$ cat config.mk
export PLATFORM = sky130hd
export DESIGN_NAME = flat_json_object_tokenizer
export DESIGN_NICKNAME = d
export VERILOG_FILES = /design/src/hdl/fjot_pkg.sv /design/src/hdl/flat_json_object_tokenizer.sv /design/src/hdl/fjot_step.sv
export VERILOG_INCLUDE_DIRS = /design/src /design/src/hdl
export SDC_FILE = /design/constraint.sdc
export NUM_CORES = 1
export LEC_CHECK = 0
export ABC_AREA = 0
export BUFFER_PORTS_ARGS = -buffer_cell sky130_fd_sc_hd__buf_2
export CORE_ASPECT_RATIO = 0.8
export CORE_MARGIN = 3
export CORE_UTILIZATION = 27
export CTS_CLUSTER_DIAMETER = 100
export DETAILED_ROUTE_END_ITERATION = 8
export SLEW_MARGIN = 20
export SYNTH_ARGS = -nofsm -noshare
export SYNTH_HDL_FRONTEND = slang
export SYNTH_SLANG_ARGS = --single-unit
export TNS_END_PERCENT = 10
$ cat constraint.sdc
create_clock -name i_clk -period 7 [get_ports i_clk]
set_clock_uncertainty 0.15 [all_clocks]
set_input_delay 0 -clock i_clk [delete_from_list [all_inputs] [get_ports i_clk]]
set_output_delay 0 -clock i_clk [all_outputs]
set_load 0.02 [all_outputs]
$ cat src/hdl/flat_json_object_tokenizer_assert.svh
// Assertion macros for the flat JSON object tokenizer.
// Included by the top level; no other dependencies.
`ifndef FLAT_JSON_OBJECT_TOKENIZER_ASSERT_SVH
`define FLAT_JSON_OBJECT_TOKENIZER_ASSERT_SVH

`ifndef SYNTHESIS
// Same-cycle implication, checked outside reset
`define FJOT_ASSERT_IMPLY(lbl, clk, rst_n, ante, cons) \
    lbl: assert property (@(posedge clk) disable iff (!(rst_n)) (ante) |-> (cons)) \
        else $error("fjot assertion failed");
// Next-cycle implication, checked outside reset
`define FJOT_ASSERT_NEXT(lbl, clk, rst_n, ante, cons) \
    lbl: assert property (@(posedge clk) disable iff (!(rst_n)) (ante) |=> (cons)) \
        else $error("fjot assertion failed");
`else
`define FJOT_ASSERT_IMPLY(lbl, clk, rst_n, ante, cons)
`define FJOT_ASSERT_NEXT(lbl, clk, rst_n, ante, cons)
`endif

`endif

$ cat src/hdl/fjot_pkg.sv
// Shared types and constants of the flat JSON object tokenizer.
// No dependencies; used by fjot_step and flat_json_object_tokenizer.
package fjot_pkg;

    // Parse phases
    localparam logic [3:0] PH_OPEN      = 4'd0;
    localparam logic [3:0] PH_KEY_CLOSE = 4'd1;
    localparam logic [3:0] PH_KEY       = 4'd2;
    localparam logic [3:0] PH_KEY_ESC   = 4'd3;
    localparam logic [3:0] PH_COLON     = 4'd4;
    localparam logic [3:0] PH_VALUE     = 4'd5;
    localparam logic [3:0] PH_SVAL      = 4'd6;
    localparam logic [3:0] PH_SVAL_ESC  = 4'd7;
    localparam logic [3:0] PH_PRIM      = 4'd8;
    localparam logic [3:0] PH_AFTER_VAL = 4'd9;
    localparam logic [3:0] PH_DONE      = 4'd10;

    // Token kinds
    localparam logic [2:0] K_KEY  = 3'd0;
    localparam logic [2:0] K_VAL  = 3'd1;
    localparam logic [2:0] K_PAIR = 3'd2;
    localparam logic [2:0] K_ACC  = 3'd3;
    localparam logic [2:0] K_ERR  = 3'd4;

    // Error codes
    localparam logic [2:0] E_NO_OBJECT = 3'd0;
    localparam logic [2:0] E_EARLY_END = 3'd1;
    localparam logic [2:0] E_BAD_KEY   = 3'd2;
    localparam logic [2:0] E_NO_COLON  = 3'd3;
    localparam logic [2:0] E_BAD_SVAL  = 3'd4;
    localparam logic [2:0] E_BAD_VALUE = 3'd5;
    localparam logic [2:0] E_NO_SEP    = 3'd6;
    localparam logic [2:0] E_NONE      = 3'd0;

    // Syntax characters
    localparam logic [7:0] CH_LBRACE = 8'h7B;
    localparam logic [7:0] CH_RBRACE = 8'h7D;
    localparam logic [7:0] CH_COLON  = 8'h3A;
    localparam logic [7:0] CH_COMMA  = 8'h2C;
    localparam logic [7:0] CH_QUOTE  = 8'h22;
    localparam logic [7:0] CH_BSLASH = 8'h5C;
    localparam logic [7:0] CH_N      = 8'h6E;
    localparam logic [7:0] CH_R      = 8'h72;
    localparam logic [7:0] CH_T      = 8'h74;
    localparam logic [7:0] CH_LF     = 8'h0A;
    localparam logic [7:0] CH_CR     = 8'h0D;
    localparam logic [7:0] CH_TAB    = 8'h09;
    localparam logic [7:0] CH_SPACE  = 8'h20;

    // Result queue geometry
    localparam int FIFO_DEPTH = 4;
    localparam int FIFO_AW    = 2;

    // One result item
    typedef struct packed {
        logic [2:0] kind;
        logic [7:0] ch;
        logic [2:0] err;
        logic       last;
    } t_result;

    // Outcome of one parse step
    typedef struct packed {
        logic [3:0] next_phase;
        logic [1:0] n;
        t_result    res0;
        t_result    res1;
    } t_step;

    function automatic logic is_ws(input logic [7:0] c);
        return ((c >= CH_TAB) && (c <= CH_CR)) || (c == CH_SPACE);
    endfunction

    function automatic logic [7:0] unescape(input logic [7:0] c);
        logic [7:0] r;
        r = c;
        if (c == CH_N) r = CH_LF;
        else if (c == CH_R) r = CH_CR;
        else if (c == CH_T) r = CH_TAB;
        return r;
    endfunction

    function automatic t_result mk_res(input logic [2:0] kind, input logic [7:0] ch,
                                       input logic [2:0] err);
        t_result r;
        r.kind = kind;
        r.ch   = ch;
        r.err  = err;
        r.last = 1'b0;
        return r;
    endfunction

endpackage

$ cat src/hdl/flat_json_object_tokenizer.sv
// Top level of the flat JSON object tokenizer: input register, parse step, result queue.
// Depends on fjot_pkg, fjot_step and flat_json_object_tokenizer_assert.svh.
//
// Usage: body bytes enter on the slave stream, one byte per item; an item with
// tlast high carries no byte and ends the body. Results leave on the master
// stream: tuser is the token kind, tdata holds the decoded character and the
// error code, tlast flags the final result caused by one input item.
// Items with no result (whitespace, quotes, separators) produce nothing.
// Each accepted item is held in the input register and parsed from there; its
// results go into the result queue and are offered from its head on the master side.
// Throughput: one input item per cycle while the queue has room for two results.
// A four-entry result queue takes up to two results per item and drains one per
// cycle while the receiver is ready; the queue's free space sets tready.
// Reset clears the input register, the queue and the phase (waiting for the
// opening brace). When the receiver stalls, results wait in the queue and the
// input side stops once fewer than two queue entries are free.
`include "flat_json_object_tokenizer_assert.svh"

module flat_json_object_tokenizer (
    input  logic        i_clk,
    input  logic        i_rst_n,
    input  logic        i_s_axis_tvalid,
    output logic        o_s_axis_tready,
    input  logic [7:0]  i_s_axis_tdata,   // [7:0] data_byte
    input  logic        i_s_axis_tlast,   // end_of_body
    output logic        o_m_axis_tvalid,
    input  logic        i_m_axis_tready,
    output logic [15:0] o_m_axis_tdata,   // [7:0] char_out, [10:8] err_code, rest zero
    output logic [2:0]  o_m_axis_tuser,   // [2:0] token_kind
    output logic        o_m_axis_tlast    // last_of_run
);

    // Queue fill levels
    localparam logic [fjot_pkg::FIFO_AW:0] CNT_FULL  =
        (fjot_pkg::FIFO_AW + 1)'(fjot_pkg::FIFO_DEPTH);
    localparam logic [fjot_pkg::FIFO_AW:0] CNT_ROOM2 =
        (fjot_pkg::FIFO_AW + 1)'(fjot_pkg::FIFO_DEPTH - 2);

    // Input register
    logic            r_in_valid;
    logic [7:0]      r_data;
    logic            r_end;
    // Parse phase
    logic [3:0]      r_phase;
    // Result queue
    fjot_pkg::t_result r_fifo [fjot_pkg::FIFO_DEPTH];
    logic [fjot_pkg::FIFO_AW-1:0] r_wr_ptr;
    logic [fjot_pkg::FIFO_AW-1:0] r_rd_ptr;
    logic [fjot_pkg::FIFO_AW:0]   r_count;
    logic [fjot_pkg::FIFO_AW:0]   n_count;

    fjot_pkg::t_step w_step;
    logic            w_proc;
    logic            w_pop;
    logic            w_push1;
    logic            w_push2;
    logic            w_in_acc;
    logic            w_done_item;
    fjot_pkg::t_result w_head;

    fjot_step u_step (
        .i_phase (r_phase),
        .i_data  (r_data),
        .i_end   (r_end),
        .o_step  (w_step)
    );

    // Parse when the queue can take two results
    assign w_proc   = r_in_valid && (r_count <= CNT_ROOM2);
    assign w_push1  = w_proc && (w_step.n != 2'd0);
    assign w_push2  = w_proc && (w_step.n == 2'd2);
    assign w_pop    = (r_count != '0) && i_m_axis_tready;
    assign w_in_acc = i_s_axis_tvalid && o_s_axis_tready;

    assign o_s_axis_tready = !r_in_valid || w_proc;

    // Byte parsed after the object is finished
    assign w_done_item = w_proc && !r_end && (r_phase == fjot_pkg::PH_DONE);

    // Hold the item until it is parsed
    always_ff @(posedge i_clk) begin
        if (!i_rst_n) begin
            r_in_valid <= 1'b0;
        end else if (w_in_acc) begin
            r_in_valid <= 1'b1;
        end else if (w_proc) begin
            r_in_valid <= 1'b0;
        end
    end

    always_ff @(posedge i_clk) begin
        if (w_in_acc) begin
            r_data <= i_s_axis_tdata;
            r_end  <= i_s_axis_tlast;
        end
    end

    // Advance the phase on each parsed item
    always_ff @(posedge i_clk) begin
        if (!i_rst_n) begin
            r_phase <= fjot_pkg::PH_OPEN;
        end else if (w_proc) begin
            r_phase <= w_step.next_phase;
        end
    end

    // Queue fill count
    always_comb begin
        n_count = r_count;
        if (w_push1) n_count = n_count + 1'b1;
        if (w_push2) n_count = n_count + 1'b1;
        if (w_pop)   n_count = n_count - 1'b1;
    end

    always_ff @(posedge i_clk) begin
        if (!i_rst_n) begin
            r_count  <= '0;
            r_wr_ptr <= '0;
            r_rd_ptr <= '0;
        end else begin
            r_count <= n_count;
            if (w_push2) begin
                r_wr_ptr <= r_wr_ptr + 2'd2;
            end else if (w_push1) begin
                r_wr_ptr <= r_wr_ptr + 1'b1;
            end
            if (w_pop) begin
                r_rd_ptr <= r_rd_ptr + 1'b1;
            end
        end
    end

    // Store results in order
    always_ff @(posedge i_clk) begin
        if (w_push1) begin
            r_fifo[r_wr_ptr] <= w_step.res0;
        end
        if (w_push2) begin
            r_fifo[r_wr_ptr + 1'b1] <= w_step.res1;
        end
    end

    // Present the queue head
    assign w_head          = r_fifo[r_rd_ptr];
    assign o_m_axis_tvalid = (r_count != '0);
    assign o_m_axis_tdata  = {5'd0, w_head.err, w_head.ch};
    assign o_m_axis_tuser  = w_head.kind;
    assign o_m_axis_tlast  = w_head.last;

    // Checks
    `FJOT_ASSERT_IMPLY(a_count_bound, i_clk, i_rst_n, 1'b1, r_count <= CNT_FULL)
    `FJOT_ASSERT_IMPLY(a_done_silent, i_clk, i_rst_n, w_done_item, w_step.n == 2'd0)
    `FJOT_ASSERT_NEXT(a_end_rearms, i_clk, i_rst_n, w_proc && r_end, r_phase == fjot_pkg::PH_OPEN)
    `FJOT_ASSERT_IMPLY(a_push2_room, i_clk, i_rst_n, w_push2, r_count <= CNT_ROOM2)

endmodule

$ cat src/hdl/fjot_step.sv
// One parse step of the tokenizer: phase and item in, next phase and results out.
// Depends on fjot_pkg.
module fjot_step (
    input  logic [3:0]     i_phase,
    input  logic [7:0]     i_data,
    input  logic           i_end,
    output fjot_pkg::t_step o_step
);

    fjot_pkg::t_step s;
    logic            ws;

    assign ws = fjot_pkg::is_ws(i_data);

    // Decode the phase against the current item
    always_comb begin
        s.next_phase = i_phase;
        s.n          = 2'd0;
        s.res0       = fjot_pkg::mk_res(fjot_pkg::K_KEY, 8'h00, fjot_pkg::E_NONE);
        s.res1       = fjot_pkg::mk_res(fjot_pkg::K_KEY, 8'h00, fjot_pkg::E_NONE);
        if (i_end) begin
            s.next_phase = fjot_pkg::PH_OPEN;
            s.n          = 2'd1;
            case (i_phase)
                fjot_pkg::PH_OPEN: begin
                    s.res0 = fjot_pkg::mk_res(fjot_pkg::K_ERR, 8'h00, fjot_pkg::E_NO_OBJECT);
                end
                fjot_pkg::PH_KEY_CLOSE, fjot_pkg::PH_AFTER_VAL: begin
                    s.res0 = fjot_pkg::mk_res(fjot_pkg::K_ERR, 8'h00, fjot_pkg::E_EARLY_END);
                end
                fjot_pkg::PH_KEY, fjot_pkg::PH_KEY_ESC: begin
                    s.res0 = fjot_pkg::mk_res(fjot_pkg::K_ERR, 8'h00, fjot_pkg::E_BAD_KEY);
                end
                fjot_pkg::PH_COLON: begin
                    s.res0 = fjot_pkg::mk_res(fjot_pkg::K_ERR, 8'h00, fjot_pkg::E_NO_COLON);
                end
                fjot_pkg::PH_VALUE: begin
                    s.res0 = fjot_pkg::mk_res(fjot_pkg::K_ERR, 8'h00, fjot_pkg::E_BAD_VALUE);
                end
                fjot_pkg::PH_SVAL, fjot_pkg::PH_SVAL_ESC: begin
                    s.res0 = fjot_pkg::mk_res(fjot_pkg::K_ERR, 8'h00, fjot_pkg::E_BAD_SVAL);
                end
                fjot_pkg::PH_PRIM: begin
                    // primitive cut short: close the pair, then report
                    s.n    = 2'd2;
                    s.res0 = fjot_pkg::mk_res(fjot_pkg::K_PAIR, 8'h00, fjot_pkg::E_NONE);
                    s.res1 = fjot_pkg::mk_res(fjot_pkg::K_ERR, 8'h00, fjot_pkg::E_EARLY_END);
                end
                default: begin
                    s.n = 2'd0;
                end
            endcase
        end else begin
            case (i_phase)
                fjot_pkg::PH_OPEN: begin
                    if (!ws) begin
                        if (i_data == fjot_pkg::CH_LBRACE) begin
                            s.next_phase = fjot_pkg::PH_KEY_CLOSE;
                        end else begin
                            s.n          = 2'd1;
                            s.res0       = fjot_pkg::mk_res(fjot_pkg::K_ERR, 8'h00,
                                                            fjot_pkg::E_NO_OBJECT);
                            s.next_phase = fjot_pkg::PH_DONE;
                        end
                    end
                end
                fjot_pkg::PH_KEY_CLOSE: begin
                    if (!ws) begin
                        if (i_data == fjot_pkg::CH_RBRACE) begin
                            s.n          = 2'd1;
                            s.res0       = fjot_pkg::mk_res(fjot_pkg::K_ACC, 8'h00,
                                                            fjot_pkg::E_NONE);
                            s.next_phase = fjot_pkg::PH_DONE;
                        end else if (i_data == fjot_pkg::CH_QUOTE) begin
                            s.next_phase = fjot_pkg::PH_KEY;
                        end else begin
                            s.n          = 2'd1;
                            s.res0       = fjot_pkg::mk_res(fjot_pkg::K_ERR, 8'h00,
                                                            fjot_pkg::E_BAD_KEY);
                            s.next_phase = fjot_pkg::PH_DONE;
                        end
                    end
                end
                fjot_pkg::PH_KEY: begin
                    if (i_data == fjot_pkg::CH_BSLASH) begin
                        s.next_phase = fjot_pkg::PH_KEY_ESC;
                    end else if (i_data == fjot_pkg::CH_QUOTE) begin
                        s.next_phase = fjot_pkg::PH_COLON;
                    end else begin
                        s.n    = 2'd1;
                        s.res0 = fjot_pkg::mk_res(fjot_pkg::K_KEY, i_data, fjot_pkg::E_NONE);
                    end
                end
                fjot_pkg::PH_KEY_ESC: begin
                    s.n          = 2'd1;
                    s.res0       = fjot_pkg::mk_res(fjot_pkg::K_KEY, fjot_pkg::unescape(i_data),
                                                    fjot_pkg::E_NONE);
                    s.next_phase = fjot_pkg::PH_KEY;
                end
                fjot_pkg::PH_COLON: begin
                    if (!ws) begin
                        if (i_data == fjot_pkg::CH_COLON) begin
                            s.next_phase = fjot_pkg::PH_VALUE;
                        end else begin
                            s.n          = 2'd1;
                            s.res0       = fjot_pkg::mk_res(fjot_pkg::K_ERR, 8'h00,
                                                            fjot_pkg::E_NO_COLON);
                            s.next_phase = fjot_pkg::PH_DONE;
                        end
                    end
                end
                fjot_pkg::PH_VALUE: begin
                    if (!ws) begin
                        if (i_data == fjot_pkg::CH_QUOTE) begin
                            s.next_phase = fjot_pkg::PH_SVAL;
                        end else if ((i_data == fjot_pkg::CH_COMMA) ||
                                     (i_data == fjot_pkg::CH_RBRACE)) begin
                            s.n          = 2'd1;
                            s.res0       = fjot_pkg::mk_res(fjot_pkg::K_ERR, 8'h00,
                                                            fjot_pkg::E_BAD_VALUE);
                            s.next_phase = fjot_pkg::PH_DONE;
                        end else begin
                            s.n          = 2'd1;
                            s.res0       = fjot_pkg::mk_res(fjot_pkg::K_VAL, i_data,
                                                            fjot_pkg::E_NONE);
                            s.next_phase = fjot_pkg::PH_PRIM;
                        end
                    end
                end
                fjot_pkg::PH_SVAL: begin
                    if (i_data == fjot_pkg::CH_BSLASH) begin
                        s.next_phase = fjot_pkg::PH_SVAL_ESC;
                    end else if (i_data == fjot_pkg::CH_QUOTE) begin
                        s.n          = 2'd1;
                        s.res0       = fjot_pkg::mk_res(fjot_pkg::K_PAIR, 8'h00,
                                                        fjot_pkg::E_NONE);
                        s.next_phase = fjot_pkg::PH_AFTER_VAL;
                    end else begin
                        s.n    = 2'd1;
                        s.res0 = fjot_pkg::mk_res(fjot_pkg::K_VAL, i_data, fjot_pkg::E_NONE);
                    end
                end
                fjot_pkg::PH_SVAL_ESC: begin
                    s.n          = 2'd1;
                    s.res0       = fjot_pkg::mk_res(fjot_pkg::K_VAL, fjot_pkg::unescape(i_data),
                                                    fjot_pkg::E_NONE);
                    s.next_phase = fjot_pkg::PH_SVAL;
                end
                fjot_pkg::PH_PRIM: begin
                    if (ws) begin
                        s.n          = 2'd1;
                        s.res0       = fjot_pkg::mk_res(fjot_pkg::K_PAIR, 8'h00,
                                                        fjot_pkg::E_NONE);
                        s.next_phase = fjot_pkg::PH_AFTER_VAL;
                    end else if (i_data == fjot_pkg::CH_COMMA) begin
                        s.n          = 2'd1;
                        s.res0       = fjot_pkg::mk_res(fjot_pkg::K_PAIR, 8'h00,
                                                        fjot_pkg::E_NONE);
                        s.next_phase = fjot_pkg::PH_KEY_CLOSE;
                    end else if (i_data == fjot_pkg::CH_RBRACE) begin
                        // brace closes the primitive and the object at once
                        s.n          = 2'd2;
                        s.res0       = fjot_pkg::mk_res(fjot_pkg::K_PAIR, 8'h00,
                                                        fjot_pkg::E_NONE);
                        s.res1       = fjot_pkg::mk_res(fjot_pkg::K_ACC, 8'h00,
                                                        fjot_pkg::E_NONE);
                        s.next_phase = fjot_pkg::PH_DONE;
                    end else begin
                        s.n    = 2'd1;
                        s.res0 = fjot_pkg::mk_res(fjot_pkg::K_VAL, i_data, fjot_pkg::E_NONE);
                    end
                end
                fjot_pkg::PH_AFTER_VAL: begin
                    if (!ws) begin
                        if (i_data == fjot_pkg::CH_COMMA) begin
                            s.next_phase = fjot_pkg::PH_KEY_CLOSE;
                        end else if (i_data == fjot_pkg::CH_RBRACE) begin
                            s.n          = 2'd1;
                            s.res0       = fjot_pkg::mk_res(fjot_pkg::K_ACC, 8'h00,
                                                            fjot_pkg::E_NONE);
                            s.next_phase = fjot_pkg::PH_DONE;
                        end else begin
                            s.n          = 2'd1;
                            s.res0       = fjot_pkg::mk_res(fjot_pkg::K_ERR, 8'h00,
                                                            fjot_pkg::E_NO_SEP);
                            s.next_phase = fjot_pkg::PH_DONE;
                        end
                    end
                end
                default: begin
                    s.next_phase = fjot_pkg::PH_DONE;
                end
            endcase
        end
        // Mark the final result of this item
        if (s.n == 2'd1) s.res0.last = 1'b1;
        if (s.n == 2'd2) s.res1.last = 1'b1;
    end

    assign o_step = s;

endmodule
==> results of run 1 <==
## cells by family (layout without fill, tap and decap cells)
| kind of cell | Yosys count | after routing | synth area share (%) |
|---|---|---|---|
| other | 1 | 5 | 0.07775 |
| AND/OR/NAND/NOR | 228 | 228 | 23.09 |
| flip-flops | 83 | 83 | 40.47 |
| adder cells (fa/ha/maj) | 10 | 10 | 2.594 |
| buffers and inverters | 60 | 74 | 5.603 |
| XOR/XNOR | 9 | 9 | 1.920 |
| AO/OA/AOI/OAI | 130 | 130 | 19.01 |
| multiplexers | 16 | 16 | 7.237 |
## power by group through the flow
stage,logic (W),clock network (W),registers (W)
floorplan,0.000416,0,0.000603
global placement,0.000490,0,0.000663
detailed placement,0.000487,0,0.000664
CTS,0.000495,0.000584,0.000653
global route,0.000548,0.000603,0.000667
finish,0.000494,0.000573,0.000651
## registers in the layout, summed over array words and instances, names as in the netlist, named ones only
name / count
r_in_valid: 1
r_count: 3
r_wr_ptr: 2
r_fifo: 60
r_phase: 4
r_end: 1
r_rd_ptr: 2
r_data: 8
## per-stage QoR
stage,cell area [um2],cells
5_1_grt,5544,780
3_3_place_gp,5070,752
6_report,5544,780
2_1_floorplan,4838,541
3_5_place_dp,5070,752
4_1_cts,5543,780
## routing by layer
layer	vias to the layer above	wire length [um]
li1	2012	-
met4	0	195
met1	1986	6656
met3	16	1046
met5	-	0
met2	157	5575
## critical path, stage by stage, from the launching register on
cell	delay, ns
edfxtp_1	0.57
or4b_1	0.57
o21ai_0	0.54
nor2_1	0.31
nor2_1	0.57
nand2_1	0.26
o31ai_1	0.42
mux2_2	0.38
ha_1	0.27
nand2b_1	0.09
o221ai_1	0.12
a21oi_1	0.15
o31ai_1	0.09
ha_1	0.20
nand2_1	0.06
xor2_1	0.16
xnor2_1	0.13
nor2_1	0.05
## repair_timing
item | 4_1_cts | 5_1_grt
setup buffers | 0 | 0
hold endpoints to repair | 12 | 0
setup endpoints to repair | 0 | 0
hold buffers | 12 | 0
## how the worst max path moves through the flow
stage,startpoint,end,slack (ns),depth (start not counted)
4_1_cts,r_data[1],r_count[2],1.86,17
6_report,r_data[1],r_count[2],1.77,17
2_1_floorplan,r_data[7],r_count[2],2.60,19
5_1_grt,r_data[1],r_count[2],1.16,17
3_5_place_dp,r_data[1],r_count[2],1.87,17
3_3_place_gp,r_data[1],r_count[2],2.11,17
## cell usage in the layout, fill, tap and decap left out, drive strengths merged, types with 4 or more instances in the layout
cell type	Yosys	routed
o31ai	11	11
o21ai	33	33
mux4	15	15
a31o	6	6
o22ai	11	11
buf	22	32
nor3	12	12
and2	6	6
conb	1	5
or3	4	4
nor2b	5	5
nand2	90	90
xnor2	5	5
and3	4	4
inv	14	18
or2	5	5
ha	10	10
nand2b	4	4
dfxtp	54	54
clkbuf	24	9
nor3b	4	4
edfxtp	29	29
a31oi	11	11
o41ai	4	4
a21oi	19	19
a22o	4	4
nor2	29	29
dlygate4sd3	0	12
nand3	48	48
## layout make-up
| class | instances | share of cell area (%) |
|---|---|---|
| Inverter | 14 | 0.9479 |
| Timing Repair Buffer | 44 | 5.191 |
| Tap cell | 225 | 5.078 |
| Multi-Input combinational cell | 398 | 47.19 |
| Sequential cell | 83 | 35.23 |
| Clock buffer | 9 | 4.062 |
| Clock inverter | 7 | 2.302 |
==> impl_metrics.json, run 1 <==
{
  "sw_frac_of_total_pct": 34.29,
  "cts.clk_slew.worst_paths_ns": 0.07,
  "root_buffer": "clkbuf_16",
  "finalCritPeriodShare_pct": 74.70,
  "outcome": "finished clean",
  "pwr-share-seq_pct": 37.9,
  "grt_usage_pct": 14.18,
  "p_comb_share_pct": 28.8,
  "total_leakage_power_nw": 2.076,
  "min-delay-start": "i_s_axis_tlast",
  "r2r-start": "r_data[1]",
  "regArea_um2": 1953,
  "grt_antenna_before_repair": 0,
  "fin_setup_tns_ns": 0,
  "grt_pass1_vias": 3965,
  "preCtsSetupSlack_ns": 1.874,
  "yosys_warnings": 0,
  "power.switching_w": 0.0005892,
  "start_kind": "register",
  "clock_latency_ns": 0.35,
  "die_w_um": 155.4,
  "rows": 43,
  "utilization_pct": 31.80,
  "fin_crit_ns": 5.229,
  "tightest_slew_ns": 0.9500,
  "synth_most_common_cell": "nand2_1",
  "synth_cells": 537,
  "setup_ws_ns": 1.771,
  "synth-seq-cells": 83,
  "cp_max_fo": 13,
  "hold_path.class": "primary input to register",
  "place_hpwl_um": 9451,
  "wl_per_cell_um": 17.27,
  "h-tree-depth": 3,
  "drt-initial-drc-count": 356,
  "pwr_density_cell_nw_per_um2": 309.9,
  "clkPwrFrac_pct": 33.4,
  "core-area_um2": 17430,
  "yosysUniqueCellTypes": 70,
  "ant_nets": 0,
  "finalHoldViolCount": 0,
  "met1_usage_pct": 21.38,
  "setup_violations": 0,
  "hold_end": "r_end",
  "rsz0062_at_grt": "no",
  "cts.sinks": 83,
  "io_pins": 35,
  "area_growth_pct": 14.94,
  "hold-worst-slack_ns": 0.2062,
  "grtUsageMet3_pct": 3.564,
  "required_ns": 7.07,
  "hold_depth": 2,
  "viasPerCell": 5.347,
  "cap_viol_max_count": 0,
  "first_pass_iters": 5,
  "regToRegEndpoint": "r_count[2]",
  "final_max_slew_viol_count": 0,
  "synth.area.top_cells": "dfxtp_1, edfxtp_1, mux4_2, nand2_1, nand3_1",
  "ys_top_cells_by_count": "nand2_1, dfxtp_1, nand3_1",
  "r2r_cells": 17,
  "fillers": 1842,
  "grt_max_degree": 22,
  "drt_wl_total_um": 13470,
  "cts_resized": 0,
  "yosys.area.top_type": "dfxtp_1",
  "critical_path_arrival_ns": 5.30,
  "peakVddDrop_mv": 0.1380,
  "cts_buffers": 9,
  "synth_edf_count": 29,
  "top_usage_layer": "met1",
  "synth_async_sr_flop_share_pct": 0,
  "syn_area_per_cell_um2": 8.982,
  "synth_top_area_share_pct": 22.41,
  "reg2reg_slack_ns": 1.77,
  "dieHeight_um": 125.5,
  "start_util_pct": 27.67,
  "remaining_drc_errors": 0,
  "cts_tree": "built",
  "synth_ff_type": "dfxtp_1",
  "die_area_um2": 19510,
  "grt_overflow": 0,
  "multi_input_area_um2": 2616,
  "fmax_mhz": 191.2,
  "slew_headroom_pct": 36.66,
  "gp_congestion": 0.9189,
  "grt_pass1_wl_um": 22060,
  "vias": 4171,
  "diodes": 0,
  "max-clock-path-buffers": 2,
  "nets": 573,
  "internal_power_w": 0.001129,
  "use_met2_pct": 19.97,
  "crit_path_end_kind": "register",
  "path_class": "register to register",
  "yosysSeqAreaShare_pct": 40.47,
  "syn_area_um2": 4823,
  "power_w": 0.001718,
  "port_buffers": 29,
  "drive_above_1_share_pct": 15.14
}
No activity file was read; power rests on OpenSTA's default activity.
==> inputs of run 2 (changes only) <==
Clock period 7 ns to 4.4 ns, I/O delays scaled along.
==> run 2 against run 1 <==
Fmax rose by 27%. Clock-buffer cell count stayed put. Cell area is 3.1% higher. Critical endpoint unchanged. Via count is 3.3% higher. Largest cell class unchanged. Largest power group unchanged. Sequential power increased by 55%. Hold slack worse by 0.0077 ns. Sequential share of layout area fell by 1.1 points.
==> impl_metrics.json, run 2 (synthesized netlist as in run 1, its figures left out) <==
{
  "grt_antenna_before_repair": 0,
  "gp_congestion": 0.9915,
  "vias": 4308,
  "critical_path_arrival_ns": 4.22,
  "fin_setup_tns_ns": 0,
  "place_inst": 777,
  "cts.clk_slew.worst_paths_ns": 0.07,
  "hold_path.class": "primary input to register",
  "cts_buffers": 9,
  "layout.cells.non_filler": 808,
  "setup_ws_ns": 0.2724,
  "top_regs": "r_fifo x60, r_data x8, r_phase x4",
  "final_common_cell": "nand2_1",
  "cts_tree": "built",
  "place_hpwl_um": 9908,
  "finalCritPeriodShare_pct": 93.81,
  "p_comb_share_pct": 33.4,
  "diodes": 0,
  "max-clock-path-buffers": 2,
  "regArea_um2": 1953,
  "drt-initial-drc-count": 436,
  "nets": 601,
  "fmax_mhz": 242.3,
  "die_area_um2": 19510,
  "largest_reg_flops": 60,
  "slew_headroom_pct": 35.31,
  "wl_per_cell_um": 16.97,
  "io_pins": 35,
  "peakVddDrop_mv": 0.2105,
  "internal_power_w": 0.001669,
  "ant_nets": 0,
  "core-area_um2": 17430,
  "fillers": 1806,
  "grt_max_degree": 20,
  "cts.sinks": 83,
  "clock_latency_ns": 0.36,
  "rows": 43,
  "grt_pass1_wl_um": 22170,
  "grt_overflow": 0,
  "required_ns": 4.49,
  "drive_above_1_share_pct": 19.90,
  "place_area_um2": 5264,
  "final_max_slew_viol_count": 0,
  "regMostFlops": "r_fifo",
  "dieHeight_um": 125.5,
  "root_buffer": "clkbuf_16",
  "viasPerCell": 5.332,
  "finalHoldViolCount": 0,
  "first_pass_iters": 5,
  "start_util_pct": 27.67,
  "pwr-share-seq_pct": 38.5,
  "remaining_drc_errors": 0,
  "sw_frac_of_total_pct": 36.43,
  "outcome": "finished clean",
  "preCtsSetupSlack_ns": -0.05233,
  "pwr_density_cell_nw_per_um2": 459.4,
  "path_class": "register to register",
  "grt_usage_pct": 14.35,
  "fin_crit_ns": 4.128,
  "drt_wl_total_um": 13710,
  "die_w_um": 155.4,
  "mostFrequentLayoutCells": "nand2_1, dfxtp_1, nand3_1",
  "power.switching_w": 0.0009565,
  "fin_area_um2": 5715,
  "crit_path_end_kind": "register",
  "cap_viol_max_count": 0,
  "port_buffers": 29,
  "grt_pass1_vias": 4104,
  "clkPwrFrac_pct": 28.0,
  "multi_input_area_um2": 2645,
  "area_growth_pct": 18.50,
  "cp_max_fo": 7,
  "h-tree-depth": 3,
  "setup_violations": 0,
  "start_kind": "register",
  "tightest_slew_ns": 0.9581,
  "total_leakage_power_nw": 2.188
}
-- run 2: per-stage QoR --
step                hold WS [ns]  util [%]  total power [W]
floorplan               -0.05113         -         0.001622
global placement         0.02847     30.19         0.001872
detailed placement       0.02966     30.20         0.001876
CTS                       0.1944     32.56         0.002623
global route              0.2109     32.79         0.002788
finish                    0.1984     32.79         0.002626
-- run 2: final timing paths --
kind	from	end	slack, ns	cells after the start
worst max-delay path	r_data[4]	r_count[2]	0.27	17
worst min-delay path	i_s_axis_tlast	r_end	0.20	2
worst max register to register	r_data[4]	r_count[2]	0.27	17
worst min register to register	r_fifo[3][8]	r_fifo[3][8]	0.30	2
-- run 2: final cells by class --
type | instances | area share, %
multi-input cells | 398 | 46.28
flip-flops and latches | 83 | 34.17
repair buffers | 72 | 8.713
well taps | 225 | 4.926
clock buffers | 9 | 3.940
clock inverters | 7 | 1.051
inverters | 14 | 0.9194
-- run 2: worst max-delay path, cell delays in order (launching register included) --
cell and delay, ns:
edfxtp_1 0.39, or4b_4 0.63, o31ai_1 0.23, nor2_1 0.10, nor4_2 0.41, nand2_2 0.15, o31ai_4 0.23, mux2_2 0.37
ha_1 0.27, nand2b_1 0.09, o221ai_1 0.12, a21oi_1 0.15, o31ai_1 0.09, ha_1 0.20, nand2_1 0.07, xor2_1 0.17
xnor2_1 0.14, nor2_1 0.05
-- run 2: layer usage --
layer  wire length [um]  global-route usage, %
met5                  0                      0
met4                108                  2.882
met3               1144                  4.187
met2               5779                  20.69
met1               6679                  21.33
-- run 2: what timing repair did --
item                                    4_1_cts  5_1_grt
gates resized for setup                       1        4
pin swaps                                     0        4
setup buffers                                 0        3
hold buffers                                 12        0
endpoints found under the hold margin        12        0
endpoints found under the setup margin        1        2
-- run 2: power by group through the flow --
stage	Combinational [W]	Clock (W)	Sequential [W]
2_1_floorplan	0.000663	0	0.000959
3_3_place_gp	0.000843	0	0.00103
3_5_place_dp	0.000844	0	0.00103
4_1_cts	0.000858	0.000749	0.00102
5_1_grt	0.000971	0.000786	0.00103
6_report	0.000878	0.000736	0.00101
